## config.mk

```make
export PLATFORM = sky130hd
export DESIGN_NAME = sppt_back
export DESIGN_NICKNAME = d
export VERILOG_FILES = /design/src/sppt_pkg.sv /design/src/sppt_div.sv /design/src/sppt_back.sv
export SDC_FILE = /design/constraint.sdc
export NUM_CORES = 2
export LEC_CHECK = 0
export BUFFER_PORTS_ARGS = -buffer_cell sky130_fd_sc_hd__buf_2
export CAP_MARGIN = 40
export CORE_MARGIN = 2
export CORE_UTILIZATION = 58
export CTS_CLUSTER_DIAMETER = 80
export CTS_CLUSTER_SIZE = 40
export DETAILED_ROUTE_END_ITERATION = 6
export PLACE_DENSITY = 0.84
export SYNTH_ARGS = -nofsm -noshare
export SYNTH_HDL_FRONTEND = slang
export SYNTH_HIERARCHICAL = 1
export SYNTH_SLANG_ARGS = --single-unit
```

## constraint.sdc

```tcl
create_clock -name clk_i -period 19.4 [get_ports clk_i]
set_clock_uncertainty 0.1 [all_clocks]
set_input_delay 2.91 -clock clk_i [delete_from_list [all_inputs] [get_ports clk_i]]
set_output_delay 2.91 -clock clk_i [all_outputs]
set_load 0.02 [all_outputs]
```

## src/sppt_pkg.sv

```systemverilog
// Shared types, constants and helpers for the spectral plateau pitch tracker.
// No dependencies; every other file in src imports this package.
package sppt_pkg;

  localparam int NumBins   = 134;
  localparam int BinW      = 8;
  localparam int FreqW     = 22;
  localparam int MagW      = 24;
  localparam int CfgW      = 21;
  localparam int CfgIdxW   = 3;
  localparam int SumW      = 32;
  localparam int WsumW     = 56;
  localparam int DivW      = 56;
  localparam int DivisorW  = 32;
  localparam int DivCntW   = 6;
  localparam int QDepth    = 4;
  localparam int QPtrW     = 2;
  localparam int QCntW     = 3;

  // Configuration register indexes
  localparam logic [CfgIdxW-1:0] CFG_THRESH  = 3'd0;
  localparam logic [CfgIdxW-1:0] CFG_FMIN_LO = 3'd1;
  localparam logic [CfgIdxW-1:0] CFG_FMIN_HI = 3'd2;
  localparam logic [CfgIdxW-1:0] CFG_FMAX_LO = 3'd3;
  localparam logic [CfgIdxW-1:0] CFG_FMAX_HI = 3'd4;

  // Operation codes passed from front to back
  localparam logic [1:0] OP_ADD   = 2'd0;  // accumulate into open run
  localparam logic [1:0] OP_START = 2'd1;  // open run and accumulate
  localparam logic [1:0] OP_CLOSE = 2'd2;  // close run ending at idx
  localparam logic [1:0] OP_MARK  = 2'd3;  // bare frame-end marker

  typedef struct packed {
    logic [1:0]             kind;
    logic [BinW-1:0]        idx;
    logic signed [FreqW-1:0] freq;
    logic [MagW-1:0]        mag;
    logic                   fe;
  } op_t;

  typedef struct packed {
    logic [CfgW-1:0] thresh;
    logic [CfgW-1:0] fmin_lo;
    logic [CfgW-1:0] fmin_hi;
    logic [CfgW-1:0] fmax_lo;
    logic [CfgW-1:0] fmax_hi;
  } cfg_t;

  // Flat when the absolute difference is strictly below the threshold
  function automatic logic is_flat(logic signed [FreqW-1:0] a,
                                   logic signed [FreqW-1:0] b,
                                   logic [CfgW-1:0] thr);
    logic [FreqW:0] d;
    logic [FreqW:0] m;
    d = {a[FreqW-1], a} - {b[FreqW-1], b};
    m = d[FreqW] ? (~d + 1'b1) : d;
    return m < {2'b00, thr};
  endfunction

endpackage

```

## src/sppt_div.sv

```systemverilog
// Restoring divider, one quotient bit per cycle, shared by the back part.
// Depends on sppt_pkg for widths.
module sppt_div (
  input  logic                              clk_i,
  input  logic                              rst_ni,
  input  logic                              start_i,
  input  logic [sppt_pkg::DivW-1:0]         dividend_i,
  input  logic [sppt_pkg::DivisorW-1:0]     divisor_i,
  output logic                              done_o,
  output logic [sppt_pkg::DivW-1:0]         quot_o
);
  import sppt_pkg::*;

  logic                busy_q, done_q;
  logic [DivCntW-1:0]  cnt_q;
  logic [DivisorW-1:0] rem_q, dsr_q;
  logic [DivW-1:0]     quo_q;
  logic [DivisorW:0]   sh;
  logic                ge;

  assign sh     = {rem_q, quo_q[DivW-1]};
  assign ge     = (sh >= {1'b0, dsr_q});
  assign done_o = done_q;
  assign quot_o = quo_q;

  // Shift in one dividend bit and subtract when it fits
  always_ff @(posedge clk_i) begin
    if (start_i) begin
      rem_q <= '0;
      quo_q <= dividend_i;
      dsr_q <= divisor_i;
    end else if (busy_q) begin
      rem_q <= ge ? DivisorW'(sh - {1'b0, dsr_q}) : sh[DivisorW-1:0];
      quo_q <= {quo_q[DivW-2:0], ge};
    end
  end

  always_ff @(posedge clk_i or negedge rst_ni) begin
    if (!rst_ni) begin
      busy_q <= 1'b0;
      done_q <= 1'b0;
      cnt_q  <= '0;
    end else begin
      done_q <= 1'b0;
      if (start_i) begin
        busy_q <= 1'b1;
        cnt_q  <= '0;
      end else if (busy_q) begin
        cnt_q <= cnt_q + 1'b1;
        if (cnt_q == DivCntW'(DivW - 1)) begin
          busy_q <= 1'b0;
          done_q <= 1'b1;
        end
      end
    end
  end

endmodule

```

## src/sppt_back.sv

```systemverilog
// Back part: accumulates runs, divides out the peak frequency, applies the
// band fades and drives the result register. Depends on sppt_pkg, sppt_div.
module sppt_back (
  input  logic                          clk_i,
  input  logic                          rst_ni,
  input  logic                          op_valid_i,
  output logic                          op_ready_o,
  input  sppt_pkg::op_t                 op_i,
  input  sppt_pkg::cfg_t                cfg_i,
  output logic                          out_valid_o,
  input  logic                          out_ready_i,
  output logic                          peak_valid_o,
  output logic [sppt_pkg::BinW-1:0]     peak_bin_o,
  output logic [sppt_pkg::CfgW-1:0]     peak_freq_o,
  output logic [sppt_pkg::SumW-1:0]     peak_mag_o,
  output logic                          frame_end_o
);
  import sppt_pkg::*;

  localparam logic [2:0] S_IDLE  = 3'd0;
  localparam logic [2:0] S_MUL   = 3'd1;
  localparam logic [2:0] S_ACC   = 3'd2;
  localparam logic [2:0] S_DIVGO = 3'd3;
  localparam logic [2:0] S_DIV   = 3'd4;
  localparam logic [2:0] S_CHK   = 3'd5;
  localparam logic [2:0] S_LOW   = 3'd6;
  localparam logic [2:0] S_OUT   = 3'd7;

  localparam logic [1:0] PH_FREQ = 2'd0;
  localparam logic [1:0] PH_HIGH = 2'd1;
  localparam logic [1:0] PH_LOW  = 2'd2;

  logic [2:0]      state_q;
  op_t             op_q;
  logic [1:0]      ph_q;
  logic [BinW-1:0] start_q;
  logic [SumW-1:0] msum_q;
  logic [WsumW-1:0] wsum_q;
  logic [DivW-1:0] prod_q;
  logic [DivW-1:0] q_q;
  logic [CfgW-1:0] den_q;
  logic [SumW-1:0] m_q;
  logic [CfgW-1:0] fq_q;
  logic [BinW-1:0] bin_q;
  logic            pv_q, fe_q;
  logic            out_valid_q, out_pv_q, out_fe_q;
  logic [BinW-1:0] out_bin_q;
  logic [CfgW-1:0] out_freq_q;
  logic [SumW-1:0] out_mag_q;

  logic signed [FreqW+MagW:0] mf;
  logic [WsumW-1:0]    wabs;
  logic [DivW-1:0]     dvd;
  logic [DivisorW-1:0] dsr;
  logic                div_done;
  logic [DivW-1:0]     div_quot;
  logic [BinW:0]       psum, pinc;
  logic [CfgW-1:0]     q21;
  logic [CfgW-1:0]     fade_k;
  logic [SumW+CfgW-1:0] fm;
  logic                out_free;

  assign op_ready_o = (state_q == S_IDLE);
  assign mf   = $signed({1'b0, op_q.mag}) * $signed(op_q.freq);
  assign wabs = wsum_q[WsumW-1] ? (~wsum_q + 1'b1) : wsum_q;
  assign dvd  = (ph_q == PH_FREQ) ? wabs : prod_q;
  assign dsr  = (ph_q == PH_FREQ) ? ((msum_q == '0) ? DivisorW'(1) : msum_q)
                                  : DivisorW'(den_q);
  assign psum = {1'b0, start_q} + {1'b0, op_i.idx};
  assign pinc = psum + 1'b1;
  assign q21  = q_q[CfgW-1:0];
  assign fade_k = (state_q == S_CHK) ? (cfg_i.fmax_hi - q21) : (fq_q - cfg_i.fmin_lo);
  assign fm   = (SumW+CfgW)'(m_q) * (SumW+CfgW)'(fade_k);
  assign out_free = !out_valid_q | out_ready_i;

  sppt_div u_div (
    .clk_i      (clk_i),
    .rst_ni     (rst_ni),
    .start_i    (state_q == S_DIVGO),
    .dividend_i (dvd),
    .divisor_i  (dsr),
    .done_o     (div_done),
    .quot_o     (div_quot)
  );

  // Sequence run operations through the datapath
  always_ff @(posedge clk_i or negedge rst_ni) begin
    if (!rst_ni) begin
      state_q <= S_IDLE;
      ph_q    <= PH_FREQ;
      start_q <= '0;
      msum_q  <= '0;
      wsum_q  <= '0;
    end else begin
      case (state_q)
        S_IDLE: begin
          if (op_valid_i) begin
            op_q <= op_i;
            fe_q <= op_i.fe;
            case (op_i.kind)
              OP_ADD, OP_START: state_q <= S_MUL;
              OP_CLOSE: begin
                ph_q    <= PH_FREQ;
                m_q     <= msum_q;
                pv_q    <= 1'b1;
                bin_q   <= (psum == 9'd1) ? '0 : pinc[BinW:1];
                state_q <= S_DIVGO;
              end
              default: begin
                pv_q    <= 1'b0;
                bin_q   <= '0;
                fq_q    <= '0;
                m_q     <= '0;
                state_q <= S_OUT;
              end
            endcase
          end
        end
        S_MUL: begin
          prod_q <= DivW'(mf);
          if (op_q.kind == OP_START) begin
            start_q <= op_q.idx;
            msum_q  <= '0;
            wsum_q  <= '0;
          end
          state_q <= S_ACC;
        end
        S_ACC: begin
          msum_q  <= msum_q + SumW'(op_q.mag);
          wsum_q  <= wsum_q + prod_q;
          state_q <= S_IDLE;
        end
        S_DIVGO: state_q <= S_DIV;
        S_DIV: begin
          if (div_done) begin
            case (ph_q)
              PH_FREQ: begin
                q_q     <= div_quot;
                state_q <= S_CHK;
              end
              PH_HIGH: begin
                m_q     <= div_quot[SumW-1:0];
                state_q <= S_LOW;
              end
              default: begin
                m_q     <= div_quot[SumW-1:0];
                state_q <= S_OUT;
              end
            endcase
          end
        end
        S_CHK: begin
          // Drop negative or too high peaks, fade above fmax_lower
          if ((wsum_q[WsumW-1] && q_q != '0) || q_q > DivW'(cfg_i.fmax_hi)) begin
            fq_q    <= '0;
            m_q     <= '0;
            state_q <= S_OUT;
          end else begin
            fq_q <= q21;
            if (q_q > DivW'(cfg_i.fmax_lo)) begin
              prod_q  <= DivW'(fm);
              den_q   <= cfg_i.fmax_hi - cfg_i.fmax_lo;
              ph_q    <= PH_HIGH;
              state_q <= S_DIVGO;
            end else begin
              state_q <= S_LOW;
            end
          end
        end
        S_LOW: begin
          // Drop too low peaks, fade below fmin_upper
          if (fq_q < cfg_i.fmin_lo) begin
            fq_q    <= '0;
            m_q     <= '0;
            state_q <= S_OUT;
          end else if (fq_q < cfg_i.fmin_hi) begin
            prod_q  <= DivW'(fm);
            den_q   <= cfg_i.fmin_hi - cfg_i.fmin_lo;
            ph_q    <= PH_LOW;
            state_q <= S_DIVGO;
          end else begin
            state_q <= S_OUT;
          end
        end
        S_OUT: begin
          if (out_free) state_q <= S_IDLE;
        end
        default: state_q <= S_IDLE;
      endcase
    end
  end

  // Result register: load a finished peak or frame marker, hold it until taken
  always_ff @(posedge clk_i) begin
    if (state_q == S_OUT && out_free) begin
      out_pv_q   <= pv_q;
      out_bin_q  <= bin_q;
      out_freq_q <= fq_q;
      out_mag_q  <= m_q;
      out_fe_q   <= fe_q;
    end
  end

  always_ff @(posedge clk_i or negedge rst_ni) begin
    if (!rst_ni) begin
      out_valid_q <= 1'b0;
    end else if (state_q == S_OUT && out_free) begin
      out_valid_q <= 1'b1;
    end else if (out_ready_i) begin
      out_valid_q <= 1'b0;
    end
  end

  assign out_valid_o  = out_valid_q;
  assign peak_valid_o = out_pv_q;
  assign peak_bin_o   = out_bin_q;
  assign peak_freq_o  = out_freq_q;
  assign peak_mag_o   = out_mag_q;
  assign frame_end_o  = out_fe_q;

endmodule

```

### Word-level counts from Yosys, hierarchy flattened

Cells that the tools add are included.
Widths: inputs -> output; s select.

* register bits after elaboration: 545
* output and inout bits: 65

* add/sub/neg operators: 11
* multiply operators: 2
* $lt $le $gt $ge: 5
* equality and inequality tests: 27
* multiplexer cells: 64
* bitwise operators: 4
* reductions and logical operators: 30

Operator list (count)
* $mux 56: 9
* $mux 21: 11
* $mux 32: 7
* $pmux 56 s3: 1
* $pmux 32 s2: 2
* $pmux 32 s4: 1
* $gt 56x21->1: 2
* $pmux 56 s2: 1
* $sub 21x21->21: 4
* $pmux 21 s3: 1
* $add 56x1->56 const B: 1
* $add 56x56->56: 1
* $not 56->56: 1
* $reduce_bool 56->1: 1
* $mul 32x21->53: 1
* $mul 25x22->47: 1
* $lt 21x21->1: 2
* $pmux 21 s2: 1
* $ge 33x32->1: 1
* $add 32x24->32: 1
* $logic_not 32->1: 1
* $sub 32x32->32: 1
* $pmux 3 s8: 1
* $mux 3: 7
* other kinds (40): 83

### Depth between registers and ports, before layout

* depth after elaboration: 6
* depth in mapped cells: 41
* depth with buffers taken out: 39

### Modules after synthesis

Netlist, hierarchy kept.

By module, submodules not included
* sppt_back: instances 1, cells each 7309, area each 65962.0 µm², seq. area each 11951.5 µm²
* sppt_div: instances 1, cells each 634, area each 7045.5 µm², seq. area each 3483.3 µm²

### Worst setup path after synthesis

OpenSTA, ideal clock, no wires.

* kind: input port to flip-flop
* start point: input cfg_i[0] in the netlist's numbering
* end point: register prod_q[48], data pin
* arrival time: 11.529 ns
* data required time: 19.027 ns
* setup slack: 7.498 ns
* stages: 41
* path through: inv_1 > ha_1 > inv_1 > fa_1 > a21o_1 > a21oi_1 > nor2b_1 > o21ai_1 > a211oi_1 > o311ai_0 > a21boi_0 > o21ai_0 > a31o_2 > clkbuf_1 > nand2_1 > fa_1 > inv_1 > fa_1 > [5 not listed] > fa_1 > inv_1 > fa_1 > inv_1 > fa_1 > inv_1 > ha_1 > nand4_1 > nor2_1 > a211oi_1 > or3b_1 > clkbuf_1 > o21a_1 > o21ai_1 > o211ai_1 > a41oi_1 > xor2_1 > o21ai_0

* cells in the longest elaborated chain, start to end: 6
* elaborated cells on any way between the ends: 8
* those cells by class: add/sub (1); mul (1); mux (6)

Ends and longest elaborated chain
* start, declared: RTL line sppt_back.sv:9 `input sppt_pkg::cfg_t cfg_i,`
* $sub 21x21->21 (*): RTL line sppt_back.sv:72 `assign fade_k = (state_q == S_CHK) ? (cfg_i.fmax_hi - q21) : (fq_q - cfg_i.fmin_lo);`
* $mux 21 (*): RTL line sppt_back.sv:72
* $mul 32x21->53 (*): RTL line sppt_back.sv:73 `assign fm = (SumW+CfgW)'(m_q) * (SumW+CfgW)'(fade_k);`
* $mux 56, on equally long branches: RTL line sppt_back.sv:176, sppt_back.sv:160
* $mux 56, on equally long branches: RTL line sppt_back.sv:172, sppt_back.sv:154
* $pmux 56 s3 (*): RTL line sppt_back.sv:95 `case (state_q)`
* end signal, assigned: RTL line sppt_back.sv:120 `prod_q <= DivW'(mf);`
* end signal, assigned: RTL line sppt_back.sv:161 `prod_q <= DivW'(fm);`
* end signal, assigned: RTL line sppt_back.sv:177 `prod_q <= DivW'(fm);`
* end, declared: RTL line sppt_back.sv:39 `logic [DivW-1:0] prod_q;`

Every way passes the cells marked *; elsewhere a longest branch is shown, timed or not. The select of a mux whose other input is x is not followed.
A chain may end at the register's enable or synchronous reset.

### Worst setup path after layout

* start point: input cfg_i[64] in the netlist's numbering
* end point: register prod_q[41], data pin

Same word-level chain as after synthesis.

==> impl_metrics.yaml <==
outcome:
  status: "completed"
logic_synthesis:
  avgSynthCellArea_sq_um: 9.19
  ys_types: 92
  yosys_warnings: 6
  syn_nets: 9742
  syn-cell-area_sq_um: 73000
  synth_area_leaders: "fa_1 (28%), edfxtp_1 (16%), ha_1 (11%)"
  yosysTopAreaCell: "fa_1"
  async_flop_share_pct: 20.3
  synth_flop_cell: "edfxtp_1"
  synth_enable_flop_cells: 401
  synth_top_area_share_pct: 27.8
  synthCells: 7943
  synth_seq_cells: 543
  yosysSeqAreaShare_pct: 21.1
die:
  die_x_microns: 359
  dieArea_sq_um: 129000
  core_area_sq_um: 125000
  die_h_microns: 359
  rows: 130
  ioPinCount: 231
  start_util_pct: 58.3
routing:
  routed_via_density: 6.14
  ant_nets: 0
  first_iter_violations: 6003
  wl_per_cell_microns: 21.9
  firstDrtPassIters: 6
  dr_total_vias: 59111
  drc_errors: 0
  wl_mm: 211
worst_setup_path:
  cp_slowest_cell: "a211oi_1"
  critPathMaxFanout: 32
  start_kind: "input port"
  cpPeakStageDelay_ps: 670
  crit_required_ps: 19680
  crit_type: "in2reg"
  cp_common_cell: "inv_1"
  rr_worst_depth: 36
  arrival_ps: 13220
  cp-end-kind: "register"
timing:
  rsz0062_at_grt: "false"
  max_slew_margin_pct: 35.4
  slew_viol_final: 0
  fin_crit_ps: 12940
  worstMarginPinSlew_ps: 969
  setup_violations: 0
  final.setup.tns_ps: 0
  period_share_pct: 66.7
  fmax_mhz: 77.3
  hold_viol: 0
grt:
  grt_max_degree: 98
  antenna_found_initial: 12
  grt_first_pass_wirelength_mm: 335
  use_met1_pct: 42.2
  use_met2_pct: 53.5
  grt_overflow: 0
  use_met3_pct: 8.32
  grt_pass1_vias: 62215
  busiest_layer: "met2"
  grt_usage_pct: 33.3
clock_tree:
  htree_levels: 2
  clkLatencyLatePin_ps: 700
  cts_root_buffer: "clkbuf_16"
  cts_sinks: 543
  clk_path_buf_depth: 3
  postCtsHoldBufs: 0
  clkTransAtPathRegs_ps: 110
  numCtsBuffers: 42
  tritoncts: "yes"
  cts_setup_buffers: 0
  cts_resized: 0
job:
  maxCapViolations: 0
final_layout:
  area_delta_synth_final_pct: 7.06
  drive_gt1_share_pct: 7.02
  fillers: 9871
  nNetsFinal: 9744
placement:
  port_buffers: 209
  routabilityCongestion: 0.984
  dp_hpwl_mm: 164
min_path:
  hold_path.class: "reg2reg"
  holdPathStages: 0
[critical path, delay by kind of cell]
family,cells,cell delay [ps]
adders and majority gates,9,4370
AOI/OAI and AO/OA,9,2310
and+or+nand+nor,7,1960
buffers and inverters,10,1040
xor gates and xnor gates,2,450
muxes,1,150
[layout make-up]
cell class,count,area (sq um),share of cell area [%]
Inverter,1282,4810,6.16
Clock inverter,35,697,0.892
Clock buffer,43,1080,1.38
Sequential cell,543,15400,19.7
Tap cell,1650,2060,2.64
Antenna cell,4,10.0,0.0128
Timing Repair Buffer,344,2570,3.29
Multi-Input combinational cell,5732,51500,65.9
[synthesized netlist by cell type, drive strengths merged (13+ instances only)]
library cell  instances
inv                1282
nand2              1235
fa                 1013
ha                  620
edfxtp              401
and2                365
clkbuf              365
o21ai               347
a21oi               303
nor2                273
xnor2               160
a21o                155
xor2                143
nand3               137
dfrtp               110
nor3                 75
nand4                66
mux2                 59
nand2b               59
o21bai               51
o31ai                49
a211oi               45
mux2i                43
o21a                 42
and3                 41
nor2b                39
a22o                 38
o211ai               38
a31oi                37
dfxtp                32
nor4                 31
or3                  28
buf                  21
or2                  17
a21boi               13
[layer usage]
metal  wire [microns]  part of all wire, %
met5              140                0.066
met3            24700                   12
met1            78100                   37
met4            11900                  5.6
met2            96200                   46
[state kept, by name, summed over array words and instances, names as in the netlist, 2 cells and up]
signal	cells
m_q	32
u_div/rem_q	32
prod_q	54
op_q	56
q_q	56
u_div/quot_o	56
bin_q	8
ph_q	2
state_q	3
msum_q	32
fq_q	21
den_q	21
wsum_q	56
u_div/dsr_q	32
u_div/cnt_q	6
peak_bin_o	8
peak_mag_o	32
peak_freq_o	21
start_q	8
[per-stage QoR]
step	hold WS, ps	std cells	instance area, sq um	setup slack, ps	utilization (%)
floorplan	300	7943	73000	7500	-
global placement	303	9512	75600	5770	60.3
detailed placement	306	9550	76400	6030	61.0
CTS	335	9628	78200	6620	62.4
global route	350	9629	78200	6000	62.4
finish	336	9633	78200	6460	62.4
[cell families after synthesis]
family	share of synthesized area [%]
and+or+nand+nor	15.5
buffers and inverters	8.63
adders and majority gates	38.4
AOI/OAI and AO/OA	11.2
DFF	21.1
xor gates and xnor gates	3.63
muxes	1.50
[layout by cell type (no fill, tap or decap), types with 58 or more instances in the layout]
cell type	count
edfxtp_1	401
buf_2	211
ha_1	620
xor2_1	143
fa_1	1013
a21o_1	155
xnor2_1	159
nand2_1	1234
inv_1	1281
nand3_1	134
dfrtp_1	109
nor3_1	72
a21oi_1	299
buf_4	97
o21ai_0	310
mux2_2	59
nand2b_1	58
and2_1	363
nand4_1	66
nor2_1	267
[path summary, 6_finish.rpt]
kind                                start            end  slack [ps]
worst max-delay path            cfg_i[64]     prod_q[41]        6460
worst min-delay path             bin_q[6]  peak_bin_o[6]         340
worst max register to register    fq_q[1]     prod_q[41]        8380
worst min register to register   bin_q[6]  peak_bin_o[6]         340
max in group asynchronous          rst_ni     wsum_q[55]       15660
min in group asynchronous          rst_ni        ph_q[0]        1960
Power is left out: the tool's default activity adds up to more than one toggle a clock period on the data nets, which glitch-free logic cannot reach.
