## config.mk

```make
export PLATFORM = sky130hd
export DESIGN_NAME = sppt_front
export DESIGN_NICKNAME = d
export VERILOG_FILES = /design/src/sppt_pkg.sv /design/src/sppt_front.sv
export SDC_FILE = /design/constraint.sdc
export NUM_CORES = 1
export LEC_CHECK = 0
export BUFFER_PORTS_ARGS = -buffer_cell sky130_fd_sc_hd__clkbuf_2
export CAP_MARGIN = 10
export CORE_MARGIN = 2
export CORE_UTILIZATION = 35
export DETAILED_ROUTE_END_ITERATION = 8
export GPL_ROUTABILITY_DRIVEN = 0
export PLACE_DENSITY = 0.53
export RECOVER_POWER = 25
export SLEW_MARGIN = 30
export SYNTH_ARGS = -nofsm -noshare
export SYNTH_HDL_FRONTEND = slang
export SYNTH_SLANG_ARGS = --single-unit
```

## constraint.sdc

```tcl
create_clock -name clk_i -period 15.4 [get_ports clk_i]
set_clock_uncertainty 0.15 [all_clocks]
set_input_delay 1.54 -clock clk_i [delete_from_list [all_inputs] [get_ports clk_i]]
set_output_delay 1.54 -clock clk_i [all_outputs]
set_load 0.005 [all_outputs]
```

## src/sppt_pkg.sv

```systemverilog
// Shared types, constants and helpers for the spectral plateau pitch tracker.
// No dependencies; every other file in src imports this package.
package sppt_pkg;

  localparam int NumBins   = 134;
  localparam int BinW      = 8;
  localparam int FreqW     = 22;
  localparam int MagW      = 24;
  localparam int CfgW      = 21;
  localparam int CfgIdxW   = 3;
  localparam int SumW      = 32;
  localparam int WsumW     = 56;
  localparam int DivW      = 56;
  localparam int DivisorW  = 32;
  localparam int DivCntW   = 6;
  localparam int QDepth    = 4;
  localparam int QPtrW     = 2;
  localparam int QCntW     = 3;

  // Configuration register indexes
  localparam logic [CfgIdxW-1:0] CFG_THRESH  = 3'd0;
  localparam logic [CfgIdxW-1:0] CFG_FMIN_LO = 3'd1;
  localparam logic [CfgIdxW-1:0] CFG_FMIN_HI = 3'd2;
  localparam logic [CfgIdxW-1:0] CFG_FMAX_LO = 3'd3;
  localparam logic [CfgIdxW-1:0] CFG_FMAX_HI = 3'd4;

  // Operation codes passed from front to back
  localparam logic [1:0] OP_ADD   = 2'd0;  // accumulate into open run
  localparam logic [1:0] OP_START = 2'd1;  // open run and accumulate
  localparam logic [1:0] OP_CLOSE = 2'd2;  // close run ending at idx
  localparam logic [1:0] OP_MARK  = 2'd3;  // bare frame-end marker

  typedef struct packed {
    logic [1:0]             kind;
    logic [BinW-1:0]        idx;
    logic signed [FreqW-1:0] freq;
    logic [MagW-1:0]        mag;
    logic                   fe;
  } op_t;

  typedef struct packed {
    logic [CfgW-1:0] thresh;
    logic [CfgW-1:0] fmin_lo;
    logic [CfgW-1:0] fmin_hi;
    logic [CfgW-1:0] fmax_lo;
    logic [CfgW-1:0] fmax_hi;
  } cfg_t;

  // Flat when the absolute difference is strictly below the threshold
  function automatic logic is_flat(logic signed [FreqW-1:0] a,
                                   logic signed [FreqW-1:0] b,
                                   logic [CfgW-1:0] thr);
    logic [FreqW:0] d;
    logic [FreqW:0] m;
    d = {a[FreqW-1], a} - {b[FreqW-1], b};
    m = d[FreqW] ? (~d + 1'b1) : d;
    return m < {2'b00, thr};
  endfunction

endpackage

```

## src/sppt_front.sv

```systemverilog
// Front part: accepts bins, decides bin goodness and run boundaries, and
// issues run operations one per cycle while the queue takes them. Depends on sppt_pkg.
module sppt_front (
  input  logic                               clk_i,
  input  logic                               rst_ni,
  input  logic                               in_valid_i,
  output logic                               in_ready_o,
  input  logic signed [sppt_pkg::FreqW-1:0]  if_value_i,
  input  logic [sppt_pkg::MagW-1:0]          magnitude_i,
  input  logic [sppt_pkg::CfgW-1:0]          thresh_i,
  output logic                               op_valid_o,
  input  logic                               op_ready_i,
  output sppt_pkg::op_t                      op_o
);
  import sppt_pkg::*;

  logic [BinW-1:0]         cnt_q;
  logic signed [FreqW-1:0] pf0_q, pf1_q;
  logic [MagW-1:0]         pm0_q, pm1_q;
  logic [1:0]              gh_q;
  logic                    open_q;
  logic                    busy_q;
  logic [1:0]              ptr_q;
  op_t                     slot_q [4];
  logic [3:0]              slot_v_q;

  logic       accept, last, ge2, g, g01, d2, d1, d0;
  logic       c0, c1, c2, c3;
  op_t        slot_d [4];
  logic [3:0] slot_v_d;
  logic       adv;

  function automatic op_t bin_op(logic d, logic open_b, logic [BinW-1:0] idx,
                                 logic signed [FreqW-1:0] f, logic [MagW-1:0] mag);
    op_t o;
    o = '0;
    if (d) begin
      o.kind = open_b ? OP_ADD : OP_START;
      o.idx  = idx;
      o.freq = f;
      o.mag  = mag;
    end else begin
      o.kind = OP_CLOSE;
      o.idx  = idx - 1'b1;
    end
    return o;
  endfunction

  assign in_ready_o = !busy_q;
  assign accept     = in_valid_i & in_ready_o;

  // Classify the incoming bin against the held neighbors
  always_comb begin
    last = (cnt_q == BinW'(NumBins - 1));
    ge2  = (cnt_q >= 8'd2);
    g    = is_flat(if_value_i, pf1_q, thresh_i);
    g01  = is_flat(if_value_i, pf0_q, thresh_i);
    d2   = (cnt_q == 8'd2) ? gh_q[0] : (gh_q[0] & (g | gh_q[1]));
    d1   = g & (g01 | gh_q[0]);
    d0   = g01;
    c0   = !d2 & open_q;
    c1   = !d1 & d2;
    c2   = !d0 & d1;
    c3   = d0;

    slot_d[0]    = bin_op(d2, open_q, cnt_q - 8'd2, pf1_q, pm1_q);
    slot_d[0].fe = last & c0 & !c1 & !c2 & !c3;
    slot_v_d[0]  = ge2 & (d2 | open_q);

    slot_d[1]    = bin_op(d1, d2, cnt_q - 8'd1, pf0_q, pm0_q);
    slot_d[1].fe = c1 & !c2 & !c3;
    slot_v_d[1]  = last & (d1 | d2);

    slot_d[2]    = bin_op(d0, d1, cnt_q, if_value_i, magnitude_i);
    slot_d[2].fe = c2 & !c3;
    slot_v_d[2]  = last & (d0 | d1);

    // Close the final run at the last bin, or mark the frame end when no run closes there
    slot_d[3]      = '0;
    slot_d[3].kind = d0 ? OP_CLOSE : OP_MARK;
    slot_d[3].idx  = d0 ? cnt_q : '0;
    slot_d[3].fe   = 1'b1;
    slot_v_d[3]    = last & (d0 | !(c0 | c1 | c2));
  end

  assign op_valid_o = busy_q & slot_v_q[ptr_q];
  assign op_o       = slot_q[ptr_q];
  assign adv        = busy_q & (!slot_v_q[ptr_q] | op_ready_i);

  // Hold the operation slots of the accepted transaction
  always_ff @(posedge clk_i) begin
    if (accept) begin
      for (int i = 0; i < 4; i++) slot_q[i] <= slot_d[i];
    end
  end

  // Track bin history and issue slots
  always_ff @(posedge clk_i or negedge rst_ni) begin
    if (!rst_ni) begin
      cnt_q    <= '0;
      pf0_q    <= '0;
      pf1_q    <= '0;
      pm0_q    <= '0;
      pm1_q    <= '0;
      gh_q     <= '0;
      open_q   <= 1'b0;
      busy_q   <= 1'b0;
      ptr_q    <= '0;
      slot_v_q <= '0;
    end else begin
      if (accept) begin
        busy_q   <= 1'b1;
        ptr_q    <= '0;
        slot_v_q <= slot_v_d;
        if (last) begin
          cnt_q  <= '0;
          pf0_q  <= '0;
          pf1_q  <= '0;
          pm0_q  <= '0;
          pm1_q  <= '0;
          gh_q   <= '0;
          open_q <= 1'b0;
        end else begin
          if (cnt_q == 8'd1) gh_q <= {1'b0, g01};
          else if (ge2)      gh_q <= {gh_q[0], g};
          if (ge2) open_q <= d2;
          pf1_q <= pf0_q;
          pf0_q <= if_value_i;
          pm1_q <= pm0_q;
          pm0_q <= magnitude_i;
          cnt_q <= cnt_q + 1'b1;
        end
      end else if (adv) begin
        ptr_q <= ptr_q + 1'b1;
        if (ptr_q == 2'd3) busy_q <= 1'b0;
      end
    end
  end

endmodule

```

# Word-level counts from Yosys, hierarchy flattened
# Memory sizes are Yosys's and may differ from the RTL's.
# Cells that the tools add are included.
# classes
add_sub_neg	10
order_cmp	4
n_eq_ne	4
n_mux	33
bitwise_logic	30
reduce_logical	15
# ops
op	count
two-way mux 46 bit	3
two-way mux 24 bit	2
adder 23 x 1 -> 23 bit, second input constant	2
< comparator 23 x 21 -> 1 bit	2
two-way mux 23 bit	2
NOT 23 bit	2
subtractor 22 x 22 -> 23 bit	2
two-way mux 22 bit	2
two-way mux 10 bit	3
subtractor 8 x 1 -> 8 bit, second input constant	3
bitwise AND 1 bit	19
two-way mux 8 bit	2
two-way mux 1 bit	13
two-way mux 2 bit	5
bitwise OR 1 bit	9
adder 8 x 1 -> 8 bit, second input constant	1
== test 8 x 1 -> 1 bit, second input constant	1
== test 8 x 2 -> 1 bit, second input constant	1
== test 8 bit, second input constant	1
>= comparator 8 x 2 -> 1 bit, second input constant	1
zero test 1 bit	8
subtractor 8 x 2 -> 8 bit, second input constant	1
AND reduction 2 bit	3
nonzero test 2 bit	3
other kinds (5)	5
# totals
ff_bits	110
ramBits	228
in_bits	71
output_inout_bits	59
elab_cells	107
mem_count	1
# mem_list
memory	words	word_bits	rd	rd_clocked_by_memory_dff	write_ports	line	rtl
slot_q	4	57	1	0	4	sppt_front.sv:24	op_t slot_q [4];

# Logic depth before layout (Yosys ltp)
# Gate-level depths: netlist of run 1.
# logic_depth
ltp_word	15
depth_mapped	27
ltp_nobuf	25

# Worst setup path before layout of run 1
# Ideal clock, no wire load.
# synth_path
kind	input to register
from	input port in_valid_i
to	register cnt_q[0]
setup_time_ns	0.390
arrival_ns	7.182
required_ns	14.860
slack_ns	7.678
cell_stages	5
n_path_buf	2
path_cell_list	nand2_1 inv_2 clkbuf_1 clkbuf_1 o21ai_0
# synth_between
elab_chain_cells	1
# synth_rtl
element	line	rtl
from (decl)	sppt_front.sv:6	input logic in_valid_i,
bitwise AND 1 bit	sppt_front.sv:50	assign accept = in_valid_i & in_ready_o;
named net accept	sppt_front.sv:27	logic accept, last, ge2, g, g01, d2, d1, d0;
to (signal assigned)	sppt_front.sv:131	cnt_q <= cnt_q + 1'b1;
to (decl)	sppt_front.sv:17	logic [BinW-1:0] cnt_q;
# The timed path passes the listed nets, and every way through them passes these cells.
# A chain may end at the register's enable or synchronous reset.

==> impl_metrics.py, run 1 <==
metrics = {
    "final_layout": {
        "final_core_util": 0.403,
        "n_antenna_cell": 0,
        "drive_gt1_frac": 0.121,
        "register_area_um2": 8130,
        "area_growth_syn_to_layout_pct": 13.7,
        "multi_input_area_um2": 8530,
        "nets": 2034,
        "final.fill_count": 4814,
        "fin_cells": 2552,
    },
    "critical_path": {
        "critical_path.max_stage_delay_ns": 0.95,
        "reg2reg_slack_ns": 7.25,
        "startpoint": "if_value_i[0]",
        "crit_arrival_ns": 9.21,
        "critPathKind": "in2reg",
        "end_kind": "flip-flop",
        "crit_fanout": 38,
        "reg2reg_depth": 23,
        "setup.worst_path.end": "slot_q[0][0]",
        "worstReg2RegStart": "pf1_q[0]",
        "crit_required_ns": 15.58,
        "start_kind": "primary input",
        "slowest_stage": "clkinv_1",
        "regToRegEndpoint": "slot_q[0][0]",
    },
    "worst_hold_path": {
        "worstHoldPathType": "reg2reg",
        "hp-start": "pm1_q[9]",
    },
    "logic_synthesis": {
        "synth_top_area_frac": 0.310,
        "synth-xor-area-share": 0.0479,
        "ys_ff_latch": 289,
        "yosys_warnings": 0,
        "yosysSeqAreaShare": 0.468,
        "syn-num-nets": 1957,
        "syn-instance-count": 1786,
        "synth.avg_cell_area_um2": 9.72,
        "async_reset_ff_frac": 0.381,
        "syn_area_um2": 17400,
        "synth_cell_type_count": 83,
        "yosysTopAreaCell": "edfxtp_1",
        "synthAdderAreaFrac": 0.0730,
        "synth-simple-area-share": 0.199,
        "synth_top_family_by_area": "simple AND/OR/NAND/NOR gates",
        "synthMuxAreaShare": 0.0432,
        "synth-compound-area-share": 0.127,
        "synthFlopType": "edfxtp_1",
        "synthTopCellsByArea": "edfxtp_1 31%, dfrtp_1 16%, ha_1 7.1%",
        "synth_edf_count": 179,
    },
    "outcome": {
        "status": "finished with violations",
        "violations": "capacitance limit, slew limit",
    },
    "pwr": {
        "power_density_nw_per_um2": 246,
        "total_leakage_power_nw": 8.25,
        "ir_drop_mv": 0.201,
        "power_mw": 4.85,
    },
    "detailed_routing": {
        "ant_nets": 0,
        "wl_per_cell_um": 18.5,
        "first_iter_violations": 1057,
        "vias_per_cell": 5.22,
        "vias": 13300,
        "first_pass_iters": 5,
        "drc_errors": 0,
        "routed_wl_mm": 47.2,
    },
    "global_route": {
        "grt_max_degree": 133,
        "gr-total-overflow": 0,
        "grt_pass1_vias": 13000,
        "antenna_found_initial": 0,
        "grt_use_total": 0.184,
        "grt_pass1_wl_mm": 73.9,
    },
    "cts": {
        "clockBufferDepth": 3,
        "cts-hold-fix-buffers": 0,
        "cts_resized": 0,
        "numCtsBuffers": 31,
        "htreeDepth": 1,
        "clock_latency_ns": 0.58,
        "cts.sinks": 289,
        "clk_pin_slew_worst_paths_ns": 0.06,
        "postCtsSetupBuffers": 0,
        "cts_tree": "built",
        "cts-root-buf": "clkbuf_16",
    },
    "sta": {
        "finalCriticalPeriod_ns": 9.02,
        "hold_ws_ns": 0.306,
        "max_slew_margin": -2.40,
        "hold_viol": 0,
        "rsz0062_at_grt": "false",
        "setup_viol": 0,
        "tns_ns": 0,
        "drv_slew": 248,
        "min_period_over_period": 0.586,
        "tightest_slew_ns": 5.11,
        "fmax_ghz": 0.111,
    },
    "floorplanning": {
        "core_um2": 49000,
        "core.rowCount": 81,
        "dieHeight_um": 227,
        "io_pins": 130,
        "die_area_um2": 51400,
        "start_util": 0.355,
        "dieWidth_um": 227,
    },
    "job": {
        "drv_cap": 4,
    },
    "place": {
        "dp_hpwl_mm": 32.6,
        "dp.cells": 2494,
        "port_buffers": 129,
    },
}
-- state kept, by name (all words and copies together), names as in the netlist, 2 cells and up --
register,cells
cnt_q,8
gh_q,2
pf0_q,22
pf1_q,22
pm0_q,24
pm1_q,24
ptr_q,2
slot_q,179
slot_v_q,4
-- layout make-up --
class,count,share of cell area
well taps,664,0.0421
inverters,90,0.0172
clock inverters,21,0.0176
clock buffers,37,0.0405
repair buffers,142,0.0378
flip-flops and latches,289,0.412
multi-input cells,1309,0.433
-- layer usage --
layer  wire length, µm  vias up  GRT usage
li1                  -     6481          -
met1             21900     6466      0.258
met4               999        0     0.0461
met3              2120       62     0.0203
met5                 0        -          0
met2             22200      316      0.303
-- cell usage after synthesis, drive strengths merged, types with 4 or more instances --
library cell,instances
o31ai,13
and3,9
o21bai,9
and2,109
dfrtp,110
a211o,7
nor3,34
a31oi,8
nor4,4
mux2i,49
o21ai,135
a211oi,11
o2111ai,7
buf,15
xor2,39
o21a,10
nor2,111
and4,12
nand2,241
mux4,10
clkbuf,83
xnor2,56
a21boi,5
o211ai,9
ha,98
nand3,116
a221oi,6
nand2b,10
edfxtp,179
nand4,13
a21oi,68
a21o,22
or3,9
or2,4
inv,89
nor3b,5
nor2b,14
-- worst min path at each step --
stage	end	slack, ns	cells after the start
2_1_floorplan	pm1_q[0]	0.28	2
4_1_cts	pm1_q[9]	0.31	2
3_3_place_gp	pm1_q[0]	0.29	2
3_5_place_dp	pm1_q[6]	0.30	2
5_1_grt	pm1_q[16]	0.32	2
6_report	pm1_q[9]	0.31	2
-- kinds of logic after synthesis --
| logic type | Yosys count |
|---|---|
| and+or+nand+nor | 706 |
| AOI/OAI and AO/OA | 346 |
| DFF | 289 |
| buffers and inverters | 188 |
| adders and majority gates | 100 |
| xor gates and xnor gates | 95 |
| muxes | 62 |
-- placed cells by master, fill, tap and decap left out, drive strengths merged, types with 9 or more instances in the layout --
cell type	Yosys	layout
nand2	241	241
edfxtp	179	179
clkbuf	83	168
o21ai	135	135
nand3	116	116
nor2	111	111
dfrtp	110	110
and2	109	109
ha	98	98
inv	89	90
a21oi	68	68
xnor2	56	56
mux2i	49	49
xor2	39	39
nor3	34	34
a21o	22	22
nor2b	14	14
nand4	13	13
o31ai	13	13
and4	12	12
a211oi	11	11
buf	15	11
o21a	10	10
nand2b	10	10
mux4	10	10
o21bai	9	9
and3	9	9
or3	9	9
o211ai	9	9
bufinv	0	9
clkinv	1	9
-- critical path, delay by kind of cell --
kind                       cells  cell delay [ns]
buffers and inverters          4             1.30
and+or+nand+nor                5             1.94
adders and majority gates      3             0.85
xor gates and xnor gates       1             0.16
AOI/OAI and AO/OA             12             3.43
-- per-stage QoR --
step	setup slack, ns	instance area (µm²)
after CTS	6.44	19800
final	6.38	19700
after global placement	5.97	18600
after detailed placement	5.81	18600
after global routing	5.82	19700
after floorplan	7.68	17400
-- power by group --
part	internal [mW]	leakage, nW	switching, mW
Clock	0.522	0.550	0.314
Combinational	1.02	4.63	1.69
Sequential	1.19	3.08	0.120
Total	2.73	8.25	2.13
Note: power is estimated with default switching activity, not from simulation.
==> inputs of run 2 (changes only) <==
- PLACE_DENSITY: 0.53 -> 0.55
- clock period: 15.4 -> 8.3 ns (I/O delays scaled with it)
==> run 2 against run 1 <==
The run still ends with capacitance limit, slew limit left. Largest cell class unchanged. Final area decreased by 0.86%. Setup slack got worse by 5.2 ns. Critical path type unchanged. Wire length decreased by 0.79%.
==> impl_metrics.py, run 2 (synthesis gave the netlist of run 1 again) <==
metrics = {
    "sta": {
        "fmax_ghz": 0.141,
        "tns_ns": 0,
        "drv_slew": 178,
        "finalCriticalPeriod_ns": 7.08,
        "max_slew_margin": -1.20,
        "setup_viol": 0,
        "min_period_over_period": 0.854,
        "tightest_slew_ns": 3.30,
        "rsz0062_at_grt": "false",
        "hold_viol": 0,
    },
    "detailed_routing": {
        "vias": 13400,
        "first_iter_violations": 1130,
        "drc_errors": 0,
        "routed_wl_mm": 46.8,
        "wl_per_cell_um": 18.3,
        "vias_per_cell": 5.23,
        "first_pass_iters": 5,
        "ant_nets": 0,
    },
    "final_layout": {
        "largest_register": "slot_q",
        "drive_gt1_frac": 0.120,
        "reg.largest.list": "slot_q: 179 flops, pm0_q: 24 flops, pm1_q: 24 flops",
        "largest_register_ffs": 179,
        "nets": 2036,
        "final.fill_count": 4880,
        "register_area_um2": 8130,
        "final_cell_mix": "241 x nand2_1, 179 x edfxtp_1, 129 x o21ai_0",
        "final_common_cell": "nand2_1",
        "multi_input_area_um2": 8540,
        "area_growth_syn_to_layout_pct": 12.7,
        "fin_cells": 2554,
    },
    "cts": {
        "cts_tree": "built",
        "cts-root-buf": "clkbuf_16",
        "cts-hold-fix-buffers": 0,
        "htreeDepth": 1,
        "cts.sinks": 289,
        "clk_pin_slew_worst_paths_ns": 0.06,
        "postCtsSetupBuffers": 0,
        "cts_resized": 0,
        "numCtsBuffers": 30,
        "clock_latency_ns": 0.57,
        "clockBufferDepth": 3,
    },
    "place": {
        "dp.cells": 2497,
        "port_buffers": 129,
        "dp_hpwl_mm": 32.4,
    },
    "pwr": {
        "power_mw": 8.76,
        "total_leakage_power_nw": 8.18,
        "power_density_nw_per_um2": 448,
        "ir_drop_mv": 0.279,
    },
    "worst_hold_path": {
        "worstHoldPathType": "reg2reg",
    },
    "critical_path": {
        "reg2reg_slack_ns": 1.34,
        "critical_path.max_stage_delay_ns": 0.53,
        "cpLargestDelayFamily": "compound AO/OA/AOI/OAI gates",
        "slowest_stage": "or3b_2",
        "crit_fanout": 37,
        "crit_arrival_ns": 7.35,
        "crit_buf_inv": 6,
        "start_kind": "primary input",
        "end_kind": "flip-flop",
        "crit_required_ns": 8.56,
        "critPathKind": "in2reg",
    },
    "floorplanning": {
        "die_area_um2": 51400,
        "dieHeight_um": 227,
        "dieWidth_um": 227,
        "start_util": 0.355,
        "core.rowCount": 81,
        "io_pins": 130,
        "core_um2": 49000,
    },
    "global_route": {
        "gr-total-overflow": 0,
        "grt_use_total": 0.181,
        "antenna_found_initial": 2,
        "grt_pass1_vias": 13100,
        "grt_pass1_wl_mm": 73.0,
        "grt_max_degree": 143,
    },
    "outcome": {
        "status": "finished with violations",
        "violations": "capacitance limit, slew limit",
    },
    "job": {
        "drv_cap": 3,
    },
}
run 2: cell count changes in the layout (fill, tap and decap cells not counted), moves of 2 or more:
| cell | delta |
|---|---|
| clkinv_1 | -5 |
| clkinv_2 | +3 |
| clkbuf_1 | +7 |
| buf_4 | +5 |
| clkbuf_8 | +3 |
| bufinv_16 | -8 |
| buf_6 | -2 |
run 2: routing by layer:
layer	share of wire	global-route usage	wire [µm]	vias to the layer above
li1	-	-	-	6471
met1	0.47	0.253	21800	6500
met2	0.47	0.302	22000	338
met3	0.047	0.0192	2190	55
met4	0.017	0.0416	809	2
met5	0.00028	0	13	-
run 2: report_power, final:
part | internal (mW) | leakage (nW) | total, mW | switching, mW
clock network | 0.733 | 0.460 | 1.30 | 0.565
registers | 2.18 | 3.08 | 2.43 | 0.245
logic | 1.91 | 4.65 | 5.03 | 3.13
run 2: final timing paths:
path	cells past startpoint	startpoint	endpoint
max reg2reg	25	pf0_q[0]	slot_q[1][33]
min	2	pm1_q[14]	pm1_q[14]
min reg2reg	2	pm1_q[14]	pm1_q[14]
max in group asynchronous	2	rst_ni	ptr_q[1]
max	27	if_value_i[0]	slot_q[1][33]
min in group asynchronous	1	rst_ni	pm1_q[14]
run 2: final cells by class:
| type | instances | share of cell area |
|---|---|---|
| diodes | 1 | 0.000128 |
| clock buffers | 46 | 0.0430 |
| multi-input cells | 1309 | 0.437 |
| flip-flops and latches | 289 | 0.416 |
| repair buffers | 145 | 0.0389 |
| well taps | 664 | 0.0425 |
| clock inverters | 10 | 0.00544 |
| inverters | 90 | 0.0177 |
run 2: worst min-delay path, delay by kind of cell (launching register included):
family	cells	cell delay, ns
AND/OR/NAND/NOR	2	0.09
flip-flops	1	0.33
run 2: through the flow:
| stage | setup slack, ns | utilization | cell area [µm²] | hold WS (ns) |
|---|---|---|---|---|
| after CTS | 1.25 | 0.400 | 19600 | 0.164 |
| final | 1.22 | 0.400 | 19600 | 0.307 |
| after global placement | 0.693 | 0.380 | 18600 | 0.291 |
| after global routing | 0.770 | 0.399 | 19600 | 0.315 |
| after floorplan | 1.29 | - | 17400 | 0.280 |
| after detailed placement | 0.693 | 0.380 | 18600 | 0.297 |
